**src/hw/rtl/arpc_ram.sv**
```systemverilog
// ----------------------------------------------------------------------------
// ARP cache RAM
// Simple dual-port synchronous RAM with one write port and a registered read.
// ----------------------------------------------------------------------------
module arpc_ram #(
   parameter int DEPTH = 16,
   parameter int WIDTH = 8,
   localparam int AW = (DEPTH > 1) ? $clog2(DEPTH) : 1
) (
   input  logic             clock,
   input  logic             we,
   input  logic [AW-1:0]    waddr,
   input  logic [WIDTH-1:0] wdata,
   input  logic [AW-1:0]    raddr,
   output logic [WIDTH-1:0] rdata
);

   logic [WIDTH-1:0] mem [DEPTH];
   logic [WIDTH-1:0] rdata_ff;

   always_ff @(posedge clock) begin
      if (we) begin
         mem[waddr] <= wdata;
      end
      rdata_ff <= mem[raddr];
   end

   assign rdata = rdata_ff;

endmodule

```
**config.mk**
```make
export PLATFORM = sky130hd
export DESIGN_NAME = arpc_ram
export DESIGN_NICKNAME = d
export VERILOG_FILES = /design/src/hw/rtl/arpc_ram.sv
export SDC_FILE = /design/constraint.sdc
export NUM_CORES = 1
export LEC_CHECK = 0
export BUFFER_PORTS_ARGS = -buffer_cell sky130_fd_sc_hd__buf_2
export CAP_MARGIN = 20
export CORE_MARGIN = 8
export CORE_UTILIZATION = 60
export CTS_BUF_LIST = sky130_fd_sc_hd__clkbuf_8
export CTS_CLUSTER_SIZE = 8
export DETAILED_ROUTE_END_ITERATION = 7
export PLACE_DENSITY = 0.8
export SETUP_SLACK_MARGIN = 0.1
export SLEW_MARGIN = 20
export SYNTH_ARGS = -nofsm -noshare
export SYNTH_HDL_FRONTEND = slang
export SYNTH_SLANG_ARGS = --single-unit
```
**constraint.sdc**
```tcl
create_clock -name clock -period 2 [get_ports clock]
set_clock_uncertainty 0.1 [all_clocks]
set_input_delay 0.1 -clock clock [delete_from_list [all_inputs] [get_ports clock]]
set_output_delay 0.1 -clock clock [all_outputs]
set_load 0.05 [all_outputs]
```
==> run metrics, run 1 <==
run status=complete, no violations; cell area after synthesis=approximately 0.0051 mm2; final period utilization=0.749; vias in the first global route=approximately 2600; Synth top area share=0.747; Data arrival, critical path=about 1.7 ns; portion of netlist area occupied by mux cells=0.150; Syn Area/Cell=between 20 and 25 um2; switching share of power=0.205; synthesized-area fraction occupied by xor and xnor cells=0; end of the worst hold path=mem[0][0]$_DFFE_PP_; Worst Max-Slew Pin Slew=approximately 0.47 ns; placed insts=370; Initial Util=0.623; simple-gate area share of the yosys netlist=0.0318; data required time at the worst endpoint=2.21 ns; combinational fraction of design power=0.059; cell types occupying the most area after synthesis=sky130_fd_sc_hd__edfxtp_1, sky130_fd_sc_hd__mux4_2, sky130_fd_sc_hd__mux4_1; top cells by instance count after synthesis=sky130_fd_sc_hd__edfxtp_1, sky130_fd_sc_hd__mux4_2, sky130_fd_sc_hd__a22oi_1; compound-gate portion of the synthesized area=0.0233; flop and latch count out of synthesis=136; count of inserted antenna diode cells=0; Mapped Nets=around 250; gate count of the mapped netlist=around 230; number of buffers on the longest clock path=2; launch instance of the worst min-delay path=waddr[0]; post-synthesis cell type with the largest combined area=sky130_fd_sc_hd__edfxtp_1; Main synth FF type=sky130_fd_sc_hd__edfxtp_1; proportion of synthesized flip-flops having asynchronous set or reset=0; number of clock sinks=between 100 and 150; Final Max Slew Viols=0; maximum level of the CTS H-tree=4; wire length of the first global-routing pass=~15000 um; Startpoint Class=flip-flop; RR Endpoint=rdata[4]$_DFF_P_; Maximum Capacitance Violations=0; # IOs=26; largest net degree at the start of global routing=33; core area=approximately 0.0083 mm2; Pint=between 4 and 5 mW; worst min path class=primary input to flip-flop; global placement routability congestion=between 0.7 and 0.8; count of different cell masters after synthesis=19; DRC violations left=0; setup repair after global routing missed its margin=no; number of search-and-repair iterations in the first detailed-routing pass=6; number of warnings reported in the yosys synthesis log=0; vertical extent of the die=~110 um; sw power=~1.3 mW; Setup WS pre-CTS=slightly above 0.3 ns; Overall Global Routing Usage=0.182; total die area=0.0118 mm2; setup ws final=0.501 ns; worst rel slew slack=0.690; antenna violations before repair=0; insertion delay of the later-clocked pin in the worst-skew pair=between 0.4 and 0.5 ns; total grt overflow=0; portion of the post-synthesis area used by sequential elements=0.778; Max VDD drop=0.560 mV; Layout Nets=between 300 and 400; Power per Cell Area=approximately 1000 mW/mm2; die width=around 110 um; dominant combinational cell family by area after synthesis=multiplexers; relative contribution of sequential cells to total power=0.514; count of port buffers added during placement=25; Layout Utilization=0.732; Reg-to-Reg Start=mem[8][4]$_DFFE_PP_; Fillers=about 460; hold slack=0.123 ns; proportion of layout cells with a drive suffix above 1=0.311; number of cells on the worst reg-to-reg path=3; final cell count without fillers=between 400 and 500; Reg clk slew, reported paths=~0.08 ns; number of enable flip-flop cells after synthesis=about 130; routed length per placed instance=about 25 um; wire length reported by the detailed router=just over 10000 um; routed via count=between 2000 and 3000; post-layout minimum cycle time=1.50 ns; arithmetic-cell share of the synthesized area counting full adders, half adders and majority gates=0; clock tree from TritonCTS=yes; final hold violation count=0; critical path class=flip-flop to flip-flop; most instantiated library cell after synthesis=sky130_fd_sc_hd__edfxtp_1; remaining antenna violation count after routing=0; number of vias per cell after detailed routing=roughly 6.2; Achievable Freq=about 670 MHz; reg2reg setup slack=around 0.5 ns; worst hold path depth=3; Row Count=33; type of destination of the critical path=flip-flop; CTS buffer count=17; final number of setup-violating endpoints=0; synthesis-to-finish area growth=17.5%; Critical Path Fanout Max=1; Setup TNS Final=0 ns; part of the power in the clock network=0.427; post-detailed-placement half-perimeter wirelength=just under 6000 um; reported leakage power=roughly 2.1 nW; starting DRC count in detailed routing=about 270; clock tree root driver cell=sky130_fd_sc_hd__clkbuf_8
critical path, cell delays in order, from the launching register on:
cell and delay (ns):
sky130_fd_sc_hd__edfxtp_1 0.38, sky130_fd_sc_hd__mux4_1 0.51, sky130_fd_sc_hd__a22oi_1 0.31, sky130_fd_sc_hd__nand2_1 0.08
worst max path at each step:
stage / startpoint / to / slack (ns) / cells after the start
3_3_place_gp: raddr[1] / rdata[4]$_DFF_P_ / 0.31 / 5
5_1_grt: mem[10][5]$_DFFE_PP_ / rdata[5]$_DFF_P_ / 0.46 / 3
6_report: mem[8][4]$_DFFE_PP_ / rdata[4]$_DFF_P_ / 0.50 / 3
2_1_floorplan: waddr[2] / mem[0][0]$_DFFE_PP_ / 0.31 / 2
4_1_cts: mem[8][4]$_DFFE_PP_ / rdata[4]$_DFF_P_ / 0.50 / 3
3_5_place_dp: raddr[1] / rdata[4]$_DFF_P_ / 0.30 / 5
final cells by class:
class	count	area [um2]	share of cell area
Tap cell	105	131	0.0217
Timing Repair Buffer	54	375	0.0621
Clock inverter	14	230	0.0381
Clock buffer	18	248	0.0410
Sequential cell	136	4000	0.662
Multi-Input combinational cell	83	1060	0.175
registers in the layout, summed over array words and instances (netlist names):
register	count
mem	128
rdata	8
power groups by stage:
stage,Combinational (mW),Clock (mW),Sequential [mW]
after detailed placement,0.355,0,3.27
after global routing,0.392,2.79,3.21
after global placement,0.349,0,3.26
final,0.368,2.66,3.20
after floorplan,0.162,0,3.33
after CTS,0.371,2.69,3.21
kinds of logic after synthesis:
group	count (synthesis)
buffers and inverters	10
DFF	136
and+or+nand+nor	35
muxes	32
AOI/OAI and AO/OA	16
metal layers:
metal | track usage | share of wire
met3 | 0.0549 | 0.083
met4 | 0.0929 | 0.016
met5 | 0 | 0
met2 | 0.277 | 0.49
met1 | 0.236 | 0.41
what timing repair did:
action                    4_1_cts  5_1_grt
setup buffers                   0        0
hold endpoints to repair      128        0
resized for setup               0        0
hold buffers                    8        0
through the flow:
step                instance area (um2)  total power, mW
finish                             6050             6.23
global route                       6050             6.39
CTS                                6050             6.26
detailed placement                 5490             3.62
global placement                   5490             3.61
floorplan                          5150             3.49
cells in the final DEF (no fill, tap or decap), types with 4 or more instances in the layout:
master                          synthesis  routed
sky130_fd_sc_hd__clkbuf_8               0      18
sky130_fd_sc_hd__bufinv_16              0       6
sky130_fd_sc_hd__buf_2                  3      25
sky130_fd_sc_hd__a22oi_1               16      16
sky130_fd_sc_hd__dlygate4sd3_1          0       8
sky130_fd_sc_hd__dfxtp_1                8       8
sky130_fd_sc_hd__mux4_1                14      14
sky130_fd_sc_hd__nor3_1                 4       4
sky130_fd_sc_hd__buf_4                  1      20
sky130_fd_sc_hd__mux4_2                18      18
sky130_fd_sc_hd__nor2_1                13      13
sky130_fd_sc_hd__edfxtp_1             128     128
sky130_fd_sc_hd__nand2_1                9       9
No activity file was read; power rests on OpenSTA's default activity.
==> run 2: changes to the inputs <==
==> constraint.sdc (replaced) <==
create_clock -name clock -period 1.5 [get_ports clock]
set_clock_uncertainty 0.1 [all_clocks]
set_input_delay 0.075 -clock clock [delete_from_list [all_inputs] [get_ports clock]]
set_output_delay 0.075 -clock clock [all_outputs]
set_load 0.05 [all_outputs]
==> run metrics, run 2 (synthesis gave the netlist of run 1 again) <==
run status=complete, no violations; critical path class=flip-flop to flip-flop; CP cell instances=mux4_2, a22oi_2, nand2_1; clock tree from TritonCTS=yes; number of search-and-repair iterations in the first detailed-routing pass=4; count of inserted antenna diode cells=0; maximum level of the CTS H-tree=4; die width=109 um; Crit path buffers/inverters=0; Initial Util=0.623; hold slack=0.123 ns; antenna violations before repair=0; core area=approximately 0.0083 mm2; starting DRC count in detailed routing=between 200 and 250; reported leakage power=2.05 nW; vias in the first global route=between 2000 and 3000; total grt overflow=0; Final Max Slew Viols=0; routed length per placed instance=about 25 um; number of flip-flops under the largest register name=about 130; Critical Path Fanout Max=1; number of clock sinks=between 100 and 150; proportion of layout cells with a drive suffix above 1=0.394; worst-path cell with the longest stage delay=sky130_fd_sc_hd__mux4_2; worst rel slew slack=0.388; number of vias per cell after detailed routing=roughly 6.2; Power per Cell Area=1360 mW/mm2; kind of cell adding the most delay to the critical path=multiplexers; remaining antenna violation count after routing=0; Startpoint Class=flip-flop; global placement routability congestion=~0.74; most frequent standard cell in the layout excluding fill and tap cells=sky130_fd_sc_hd__edfxtp_1; Layout Nets=about 310; Maximum Capacitance Violations=0; worst min path class=primary input to flip-flop; largest net degree at the start of global routing=33; Max VDD drop=0.660 mV; Achievable Freq=slightly above 700 MHz; power after layout=approximately 8.3 mW; buffers inserted during post-CTS setup optimization=0; DRC violations left=0; final period utilization=0.935; final number of setup-violating endpoints=0; total die area=0.0118 mm2; insertion delay of the later-clocked pin in the worst-skew pair=around 0.42 ns; post-layout minimum cycle time=roughly 1.4 ns; post-detailed-placement half-perimeter wirelength=6250 um; count of port buffers added during placement=25; Data arrival, critical path=around 1.6 ns; type of destination of the critical path=flip-flop; # IOs=26; timing startpoint of the critical path=mem[7][5]$_DFFE_PP_; vertical extent of the die=around 110 um; Fillers=roughly 470; synthesis-to-finish area growth=18.4%; placed insts=~370; register with the highest flop count=mem; Reg-to-Reg Start=mem[7][5]$_DFFE_PP_; wire length of the first global-routing pass=between 15000 and 20000 um; Reg clk slew, reported paths=approximately 0.08 ns; clock tree root driver cell=sky130_fd_sc_hd__clkbuf_8; setup repair after global routing missed its margin=yes; Row Count=33; data required time at the worst endpoint=between 1.5 and 2 ns; number of buffers on the longest clock path=2; Worst Max-Slew Pin Slew=around 0.9 ns; Overall Global Routing Usage=0.184; final hold violation count=0; wire length reported by the detailed router=between 10000 and 15000 um; final cell count without fillers=~410; highest-count cells in the layout ignoring fill and taps=sky130_fd_sc_hd__edfxtp_1, sky130_fd_sc_hd__mux4_2, sky130_fd_sc_hd__buf_2; Worst path max stage delay=0.53 ns; CTS buffer count=17; routed via count=roughly 2600; launch instance of the worst min-delay path=waddr[1]
## run 2: cell count changes in the layout (fill, tap and decap cells not counted), sizes merged
cell and delta:
buf +2, clkbuf -1, inv +1
## run 2: what timing repair did
item | CTS | global route
hold endpoints to repair | 128 | 0
setup endpoints to repair | 8 | 8
resized for setup | 9 | 15
hold buffers | 8 | 0
pin swaps | 1 | 11
## run 2: path summary, 6_finish.rpt
path | end | slack (ns) | cells past startpoint
worst max-delay path | rdata[5]$_DFF_P_ | 0.1 | 3
worst min-delay path | mem[0][0]$_DFFE_PP_ | 0.12 | 3
worst max register to register | rdata[5]$_DFF_P_ | 0.1 | 3
worst min register to register | rdata[4]$_DFF_P_ | 0.60 | 3
## run 2: metrics by stage
step / util / TNS (ns) / instance area, um2 / setup WS, ns
after CTS: 0.735 / 0 / 6070 / 0.0579
after detailed placement: 0.668 / -0.864 / 5520 / -0.196
after global routing: 0.738 / 0 / 6090 / 0.0781
final: 0.738 / 0 / 6090 / 0.0979
after global placement: 0.668 / -0.687 / 5520 / -0.174
after floorplan: - / 0 / 5150 / 0.0589
## run 2: cell type report
cell class,instances,area (um2),share of cell area
repair buffers,56,403,0.0661
flip-flops and latches,136,4000,0.657
multi-input cells,83,1090,0.178
well taps,105,131,0.0216
clock inverters,15,234,0.0384
clock buffers,17,234,0.0384
## run 2: power by group
part	internal (mW)	switching [mW]
clock network	2.13	1.33
logic	0.207	0.340
registers	4.24	0.0244
total	6.58	1.70
## run 2: tightest hold or removal path: stages
cell and delay, ns:
sky130_fd_sc_hd__buf_2 0.14, sky130_fd_sc_hd__nor3_2 0.06, sky130_fd_sc_hd__buf_4 0.18
## run 2: routing by layer
metal | part of all wire | vias to the layer above | global-route usage
met5 | 0 | - | 0
met4 | 0.023 | 0 | 0.0792
met3 | 0.069 | 19 | 0.0490
met2 | 0.49 | 129 | 0.284
met1 | 0.41 | 1323 | 0.245
li1 | - | 1089 | -
==> run 3: changes to the inputs <==
--- a/config.mk
+++ b/config.mk
@@ -10,6 +10,7 @@
 export CORE_MARGIN = 8
 export CORE_UTILIZATION = 60
 export CTS_BUF_LIST = sky130_fd_sc_hd__clkbuf_8
+export CTS_CLUSTER_DIAMETER = 200
 export CTS_CLUSTER_SIZE = 8
 export DETAILED_ROUTE_END_ITERATION = 7
 export PLACE_DENSITY = 0.8
==> constraint.sdc (replaced) <==
create_clock -name clock -period 1.5 [get_ports clock]
set_clock_uncertainty 0.1 [all_clocks]
set_input_delay 0 -clock clock [delete_from_list [all_inputs] [get_ports clock]]
set_output_delay 0 -clock clock [all_outputs]
set_load 0.05 [all_outputs]
==> run metrics, run 3 (synthesis gave the netlist of run 1 again) <==
remaining antenna violation count after routing=0; RR Endpoint=rdata[4]$_DFF_P_; clock tree root driver cell=sky130_fd_sc_hd__clkbuf_8; proportion of layout cells with a drive suffix above 1=0.359; buffers inserted during post-CTS setup optimization=0; Critical Path Fanout Max=1; end of the worst hold path=mem[0][0]$_DFFE_PP_; launch instance of the worst min-delay path=waddr[1]; CTS buffer count=17; register with the highest flop count=mem; reg2reg setup slack=roughly 0.054 ns; power after layout=~7.5 mW; number of buffers on the longest clock path=2; worst rel slew slack=0.706; number of cells on the worst reg-to-reg path=3; Power per Cell Area=roughly 1200 mW/mm2; core area=around 0.0083 mm2; placed insts=~370; routed via count=2496; number of clock sinks=around 140; count of port buffers added during placement=25; wire length of the first global-routing pass=around 16000 um; most frequent standard cell in the layout excluding fill and tap cells=sky130_fd_sc_hd__edfxtp_1; hold slack=about 0.033 ns; wire length reported by the detailed router=around 10000 um; total grt overflow=0; synthesis-to-finish area growth=16.3%; reported leakage power=just over 2 nW; final period utilization=0.964; Maximum Capacitance Violations=0; worst min path class=primary input to flip-flop; # IOs=26; clock tree from TritonCTS=yes; highest-count cells in the layout ignoring fill and taps=sky130_fd_sc_hd__edfxtp_1, sky130_fd_sc_hd__buf_2, sky130_fd_sc_hd__mux4_2; Reg clk slew, reported paths=0.08 ns; count of inserted antenna diode cells=0; final number of setup-violating endpoints=0; total die area=approximately 0.012 mm2; antenna violations before repair=0; Startpoint Class=flip-flop; Setup TNS Final=0 ns; Reg-to-Reg Start=mem[11][4]$_DFFE_PP_; routed length per placed instance=between 20 and 25 um; insertion delay of the later-clocked pin in the worst-skew pair=between 0.4 and 0.5 ns; post-layout minimum cycle time=between 1 and 1.5 ns; largest net degree at the start of global routing=22; Initial Util=0.623; Worst Max-Slew Pin Slew=around 0.44 ns; number of flip-flops under the largest register name=around 130; Data arrival, critical path=between 1.5 and 2 ns; Overall Global Routing Usage=0.190; setup ws final=0.0539 ns; Row Count=33; worst hold path depth=3; maximum level of the CTS H-tree=4; setup repair after global routing missed its margin=yes; DRC violations left=0; number of search-and-repair iterations in the first detailed-routing pass=4; Layout Nets=~310; Max VDD drop=between 0.6 and 0.7 mV; global placement routability congestion=around 0.75; Final Max Slew Viols=0; Achievable Freq=692 MHz; data required time at the worst endpoint=between 1.5 and 2 ns; number of vias per cell after detailed routing=between 6 and 7; run status=complete, no violations; final cell count without fillers=between 400 and 500; final hold violation count=0; vias in the first global route=approximately 2600; die width=between 100 and 150 um; starting DRC count in detailed routing=200; Setup WS pre-CTS=-0.0579 ns; type of destination of the critical path=flip-flop; post-detailed-placement half-perimeter wirelength=6620 um; vertical extent of the die=109 um; critical path class=flip-flop to flip-flop
run 3: repair_timing:
item	CTS	global route
hold buffers	9	0
endpoints found under the setup margin	7	7
pin swaps	3	5
endpoints found under the hold margin	130	0
resized for setup	10	3
run 3: how the worst max path moves through the flow:
stage	startpoint	end	slack [ns]	cells after the start
3_5_place_dp	raddr[0]	rdata[0]$_DFF_P_	-0.06	5
6_report	mem[11][4]$_DFFE_PP_	rdata[4]$_DFF_P_	0.05	3
2_1_floorplan	waddr[2]	mem[3][0]$_DFFE_PP_	0.13	2
4_1_cts	mem[10][4]$_DFFE_PP_	rdata[4]$_DFF_P_	0.05	3
5_1_grt	mem[11][4]$_DFFE_PP_	rdata[4]$_DFF_P_	0.02	3
3_3_place_gp	raddr[0]	rdata[0]$_DFF_P_	-0.05	5
run 3: critical path, stage by stage (launching register included):
cell and delay, ns:
sky130_fd_sc_hd__edfxtp_1 0.38, sky130_fd_sc_hd__mux4_2 0.49, sky130_fd_sc_hd__a22oi_2 0.27, sky130_fd_sc_hd__nand2_1 0.09
run 3: layout make-up:
type	count	area, um2
flip-flops and latches	136	4000
repair buffers	56	418
fillers	480	2270
well taps	105	131
clock inverters	13	109
multi-input cells	83	1070
clock buffers	18	248
run 3: report_power, final:
part,switching (mW),internal (mW)
logic,0.329,0.204
registers,0.0268,4.24
clock network,1.32,1.33
run 3: stage by stage:
stage / util / cell area [um2]
2_1_floorplan: - / 5150
3_3_place_gp: 0.669 / 5530
3_5_place_dp: 0.669 / 5530
4_1_cts: 0.725 / 5990
5_1_grt: 0.725 / 5980
6_report: 0.725 / 5980
run 3: metal layers:
metal,global-route usage,vias up,share of wire
met5,0,-,0
met4,0.0929,0,0.018
met3,0.0572,14,0.087
met2,0.287,130,0.49
met1,0.250,1255,0.40
li1,-,1097,-
